### config.mk
export PLATFORM = sky130hd
export DESIGN_NAME = npds_ctrl
export DESIGN_NICKNAME = d
export VERILOG_FILES = /design/src/hw/rtl/nearest_point_distance_sum_top_assert.svh /design/src/hw/rtl/npds_pkg.sv /design/src/hw/rtl/npds_ctrl.sv
export SDC_FILE = /design/constraint.sdc
export NUM_CORES = 1
export LEC_CHECK = 0
export BUFFER_PORTS_ARGS = -buffer_cell sky130_fd_sc_hd__buf_2
export CAP_MARGIN = 25
export CORE_AREA = 2 2 39 41
export DETAILED_ROUTE_END_ITERATION = 8
export DIE_AREA = 0 0 41 43
export HOLD_SLACK_MARGIN = 0.12
export PLACE_DENSITY_LB_ADDON = 0.15
export SYNTH_ARGS = -nofsm -noshare
export SYNTH_HDL_FRONTEND = slang
export SYNTH_SLANG_ARGS = --single-unit
export TNS_END_PERCENT = 5
### constraint.sdc
create_clock -name clk -period 2.29 [get_ports clk]
set_clock_uncertainty 0.1 [all_clocks]
set_input_delay 0.229 -clock clk [delete_from_list [all_inputs] [get_ports clk]]
set_output_delay 0.229 -clock clk [all_outputs]
set_load 0.1 [all_outputs]
### src/hw/rtl/nearest_point_distance_sum_top_assert.svh
// Assertion macros for the nearest point distance sum block.
`ifndef NEAREST_POINT_DISTANCE_SUM_TOP_ASSERT_SVH
`define NEAREST_POINT_DISTANCE_SUM_TOP_ASSERT_SVH
// Checks that an implication holds at every clock edge outside reset.
`define NPDS_ASSERT_IMP(label, ante, cons) \
    label: assert property (@(posedge clk) disable iff (!rst_n) (ante) |-> (cons)) \
        else $error("npds check failed");
// Checks that a condition holds in the cycle after a trigger.
`define NPDS_ASSERT_NEXT(label, ante, cons) \
    label: assert property (@(posedge clk) disable iff (!rst_n) (ante) |=> (cons)) \
        else $error("npds check failed");
`endif

### src/hw/rtl/npds_pkg.sv
// ----------------------------------------------------------------------------
// npds_pkg
// Shared types and constants of the nearest point distance sum block.
// ----------------------------------------------------------------------------
package npds_pkg;
    localparam int SLOT_BITS = 20;
    localparam int REG_BITS  = 60;
    localparam int SQ_BITS   = 43;
    localparam int SUM_BITS  = 27;
    localparam int CRV_BITS  = 5;
    localparam int RT_BITS   = 22;
    localparam int IDX_BITS  = 2;
    localparam logic [SQ_BITS-1:0]  NEAR_INIT = '1;
    localparam logic [SUM_BITS-1:0] BEST_INIT = 27'd25600000;

    // Commands from the controller to the datapath.
    typedef struct packed {
        logic                capture;   // load the incoming point
        logic                update;    // compare distances into minima
        logic                root_start;
        logic                root_step;
        logic                root_acc;  // add the finished root into the sums
        logic [IDX_BITS-1:0] ref_sel;
        logic                finish;    // update bests, clear minima
    } npds_cmd_t;

    typedef struct packed {
        logic root_done;
    } npds_sts_t;
endpackage

### src/hw/rtl/npds_ctrl.sv
// ----------------------------------------------------------------------------
// npds_ctrl
// Sequencer: takes points, runs the square root of each minimum at curve end.
// ----------------------------------------------------------------------------
module npds_ctrl
    import npds_pkg::*;
#(
    parameter int NUM_REFS   = 4,
    parameter int MAX_CURVES = 32
)
(
    input  logic                clk,
    input  logic                rst_n,
    input  logic                in_valid,
    output logic                in_ready,
    input  logic [CRV_BITS-1:0] in_curve,
    input  logic                in_last,
    output logic                out_valid,
    input  logic                out_ready,
    output npds_cmd_t           cmd,
    input  npds_sts_t           sts
);
    localparam logic [2:0] ST_IDLE = 3'd0;
    localparam logic [2:0] ST_UPD  = 3'd1;
    localparam logic [2:0] ST_ROOT = 3'd2;
    localparam logic [2:0] ST_ACC  = 3'd3;
    localparam logic [2:0] ST_FIN  = 3'd4;
    localparam logic [2:0] ST_OUT  = 3'd5;

    logic [2:0]          state_reg, state_next;
    logic                last_reg, last_next;
    logic [IDX_BITS-1:0] ref_reg, ref_next;
    logic                in_range;
    logic                fire;

    assign in_range = ({27'd0, in_curve} < 32'(MAX_CURVES));
    assign in_ready = (state_reg == ST_IDLE);
    assign fire     = in_valid && in_ready;
    assign out_valid = (state_reg == ST_OUT);

    // State register.
    always_ff @(posedge clk or negedge rst_n)
    begin
        if (!rst_n)
        begin
            state_reg <= ST_IDLE;
            last_reg  <= 1'b0;
            ref_reg   <= '0;
        end
        else
        begin
            state_reg <= state_next;
            last_reg  <= last_next;
            ref_reg   <= ref_next;
        end
    end

    // Next state and commands.
    always_comb
    begin
        state_next = state_reg;
        last_next  = last_reg;
        ref_next   = ref_reg;
        cmd        = '0;
        cmd.ref_sel = ref_reg;
        case (state_reg)
            ST_IDLE:
            begin
                if (fire && in_range)
                begin
                    cmd.capture = 1'b1;
                    last_next   = in_last;
                    state_next  = ST_UPD;
                end
            end
            ST_UPD:
            begin
                cmd.update = 1'b1;
                if (last_reg)
                begin
                    ref_next   = '0;
                    state_next = ST_ROOT;
                end
                else
                begin
                    state_next = ST_IDLE;
                end
            end
            ST_ROOT:
            begin
                cmd.root_start = 1'b1;
                state_next     = ST_ACC;
            end
            ST_ACC:
            begin
                if (sts.root_done)
                begin
                    cmd.root_acc = 1'b1;
                    if ({30'd0, ref_reg} == 32'(NUM_REFS - 1) || ref_reg == '1)
                    begin
                        state_next = ST_FIN;
                    end
                    else
                    begin
                        ref_next   = ref_reg + 1'b1;
                        state_next = ST_ROOT;
                    end
                end
                else
                begin
                    cmd.root_step = 1'b1;
                end
            end
            ST_FIN:
            begin
                cmd.finish = 1'b1;
                state_next = ST_OUT;
            end
            ST_OUT:
            begin
                if (out_ready)
                begin
                    state_next = ST_IDLE;
                end
            end
            default:
            begin
                state_next = ST_IDLE;
            end
        endcase
    end
endmodule

==> results.md <==
* Root buf cell: sky130_fd_sc_hd__clkbuf_4
* Hold Path End: state_reg[2]
* Worst setup SP type: flip-flop
* Layout overhead on the synthesized area at 30.94%
* Total grt overflow at 0
* Final net count at 70
* Avg Inst Size Synth at 9.849 um2
* Hold Path Origin: sts
* Post-synthesis sequential area ratio at about two fifths
* Data arrival at the endpoint of the critical path at 1570 ps
* Number of vias in the routed layout at between 300 and 400
* Clock Tree Buf Depth at 2
* Leading cell types in the layout, fill and taps excluded: sky130_fd_sc_hd__buf_2 (15), sky130_fd_sc_hd__nor2_1 (6), sky130_fd_sc_hd__dfrtp_1 (6)
* Worst flop-to-flop path startpoint: ref_reg[0]
* Run status: complete, no violations
* Pin slew with the least headroom to its limit at ~490 ps
* Logic depth of the worst register-to-register path at 4
* Class of the tightest hold or removal check: in2reg
* # fillers at around 150
* Synthesized netlist net count at 51
* Global-route wire length before repair at 1.062 mm
* Setup CP Type: reg2out
* CP max FO at 10
* Iteration count of the initial detailed-routing pass at 2
* Area of the core region at 1384 um2
* Final Hold Violating Endpoints at 0
* Library cells used by synthesis at 24
* Post-Place Setup Slack at approximately 650 ps
* Portion of netlist area occupied by mux cells at 6.840%
* Die Area at 1763 um2
* Post-DP HPWL at 546.6 um
* Most frequent standard cell in the layout excluding fill and tap cells: sky130_fd_sc_hd__buf_2
* Setup Viol. Count Final at 0
* Maximum capacitance violations at 0
* Setup slack, reg-to-reg at 690 ps
* Post-synthesis xor/xnor area fraction at 0%
* Synthesized flop and latch total at 6
* Area taken by multi-input logic gates at 211.5 um2
* Sinks on the clock net at 6
* Max transition margin at 67.77%
* Clock tree from TritonCTS: yes
* Antenna Violating Nets Remaining at 0
* Die Y at roughly 43 um
* Count of input and output buffers at 15
* Aggregate routed wire length at 705 um
* Dominant combinational cell family by area after synthesis: simple AND/OR/NAND/NOR gates
* Fin crit share at 83.13%
* Type of destination of the critical path: primary output
* TritonCTS buffer count at 3
* Setup repair after global routing missed its margin: false
* Site Rows at 14
* Number of diodes added for antenna fixing at 0
* Setup TNS at 0 ps
* Clock insertion delay at the later pin of the skew report at 240 ps
* I/O pin total at 21
* Register area at between 150 and 200 um2
* Starting density of the core at between 20% and 30%
* Clock transition at the register clock pins on the worst setup and hold paths after CTS at 50 ps
* Fmax achieved at 0.5253 GHz
* Required time of the critical path at 1960 ps
* Total count of max-transition violations in the final report at 0
* Area share of and/or/nand/nor cells after synthesis at a little under a third
* First-iteration detailed-routing DRC count at 2
* Placer Congestion at 0.6584
* Netlist Area Pre-Place at 384.1 um2
* Time the final worst path needs with I/O delays and setup at 1904 ps
* Routed length per instance at 9.792 um
* Number of antenna violations at the first check in global routing at 0
* Flip-flop count of the largest register after layout at 3
* Largest net degree at the start of global routing at 14
* Adder-cell area share of the yosys netlist at 3.257%
* Number of synthesis warnings at 0
* Width of the die at 41 um
* Crit path setup slack, layout at 386.3 ps
* Tot GR Track Use at 9.293%
* Min-Delay Path Depth at 3
* Share of layout cells above drive strength 1 at 44.64%
* Complex-gate fraction of the synthesized area at 12.38%
* Number of remaining DRC errors at 0
* Endpoint of the lowest-slack register-to-register path: ref_reg[0]
* Routed vias/inst at ~4.5
* Count of mapped cells out of synthesis at 39
* Maximum level of the CTS H-tree at 1
* Via count of the first global-routing pass at 264
[final cells by class]
type	count	share of cell area, %
tap	16	3.980
timing repair buffer	17	18.91
clock buffer	3	4.478
inverter	1	0.7463
sequential	6	29.85
multi-input combinational	29	42.04
[cells in the mapped netlist]
cell type / number / share of area, %
sky130_fd_sc_hd__buf_4: 1 / 2.0
sky130_fd_sc_hd__inv_1: 1 / 0.98
sky130_fd_sc_hd__o21ai_1: 1 / 1.3
sky130_fd_sc_hd__nand2b_4: 1 / 3.6
sky130_fd_sc_hd__nor2_1: 6 / 5.9
sky130_fd_sc_hd__a21boi_1: 1 / 2.0
sky130_fd_sc_hd__mux2_1: 1 / 2.9
sky130_fd_sc_hd__ha_1: 1 / 3.3
sky130_fd_sc_hd__and2_4: 1 / 2.3
sky130_fd_sc_hd__nor3_2: 1 / 2.6
sky130_fd_sc_hd__nand2b_2: 1 / 2.3
sky130_fd_sc_hd__mux2_4: 1 / 3.9
sky130_fd_sc_hd__buf_2: 1 / 1.3
sky130_fd_sc_hd__a211o_1: 1 / 2.3
sky130_fd_sc_hd__a21oi_1: 2 / 2.6
sky130_fd_sc_hd__nand3b_1: 2 / 3.9
sky130_fd_sc_hd__nand2_1: 3 / 2.9
sky130_fd_sc_hd__nor3b_1: 2 / 3.9
sky130_fd_sc_hd__and3b_2: 1 / 2.6
sky130_fd_sc_hd__o31ai_1: 1 / 2.0
sky130_fd_sc_hd__buf_6: 1 / 2.9
sky130_fd_sc_hd__a22o_1: 1 / 2.3
sky130_fd_sc_hd__dfrtp_1: 6 / 39
sky130_fd_sc_hd__nand3_1: 1 / 1.3
[stage by stage]
stage / util [%] / hold WS, ps / instances / area (um2)
final: 36.35 / 159.7 / 72 / 503.0
after global routing: 36.35 / 187.6 / 72 / 503.0
after CTS: 36.35 / 157.7 / 72 / 503.0
after detailed placement: 33.27 / -37.60 / 67 / 460.4
after global placement: 33.27 / -33.65 / 67 / 460.4
after floorplan: - / -166.6 / 39 / 389.1
[critical path, cell delays in order (launching register included)]
cell and delay (ps):
sky130_fd_sc_hd__dfrtp_1 570, sky130_fd_sc_hd__nand3b_1 220, sky130_fd_sc_hd__nor2_1 120, sky130_fd_sc_hd__buf_2 430
[routing by layer]
metal | global-route usage [%] | vias up | wire length (um)
met4 | 2.000 | 0 | 0
met3 | 7.853 | 0 | 40
li1 | - | 169 | -
met2 | 12.19 | 9 | 309
met5 | 0 | - | 0
met1 | 11.48 | 145 | 355
[cell families (layout without fill, tap and decap cells)]
| logic type | Yosys count | after routing |
|---|---|---|
| AND/OR/NAND/NOR | 19 | 19 |
| AO/OA/AOI/OAI | 7 | 7 |
| flip-flops | 6 | 6 |
| buffers and inverters | 4 | 21 |
| multiplexers | 2 | 2 |
| adder cells (fa/ha/maj) | 1 | 1 |
[how the worst max path moves through the flow]
stage | startpoint | endpoint | slack (ps) | depth (start not counted)
after detailed placement | state_reg[0] | cmd[3] | 650 | 3
after floorplan | state_reg[1] | cmd[0] | -800 | 2
after global placement | state_reg[0] | cmd[3] | 640 | 3
final | state_reg[0] | cmd[3] | 390 | 3
after CTS | state_reg[0] | cmd[3] | 380 | 3
after global routing | state_reg[0] | cmd[3] | 280 | 3
[timing repair]
action | CTS | global route
hold endpoints to repair | 7 | 0
hold buffers | 2 | 0
gates resized for setup | 0 | 0
buffers inserted | 0 | 0
Power is left out: the tool's default activity adds up to more than one toggle a clock period on the data nets, which glitch-free logic cannot reach.
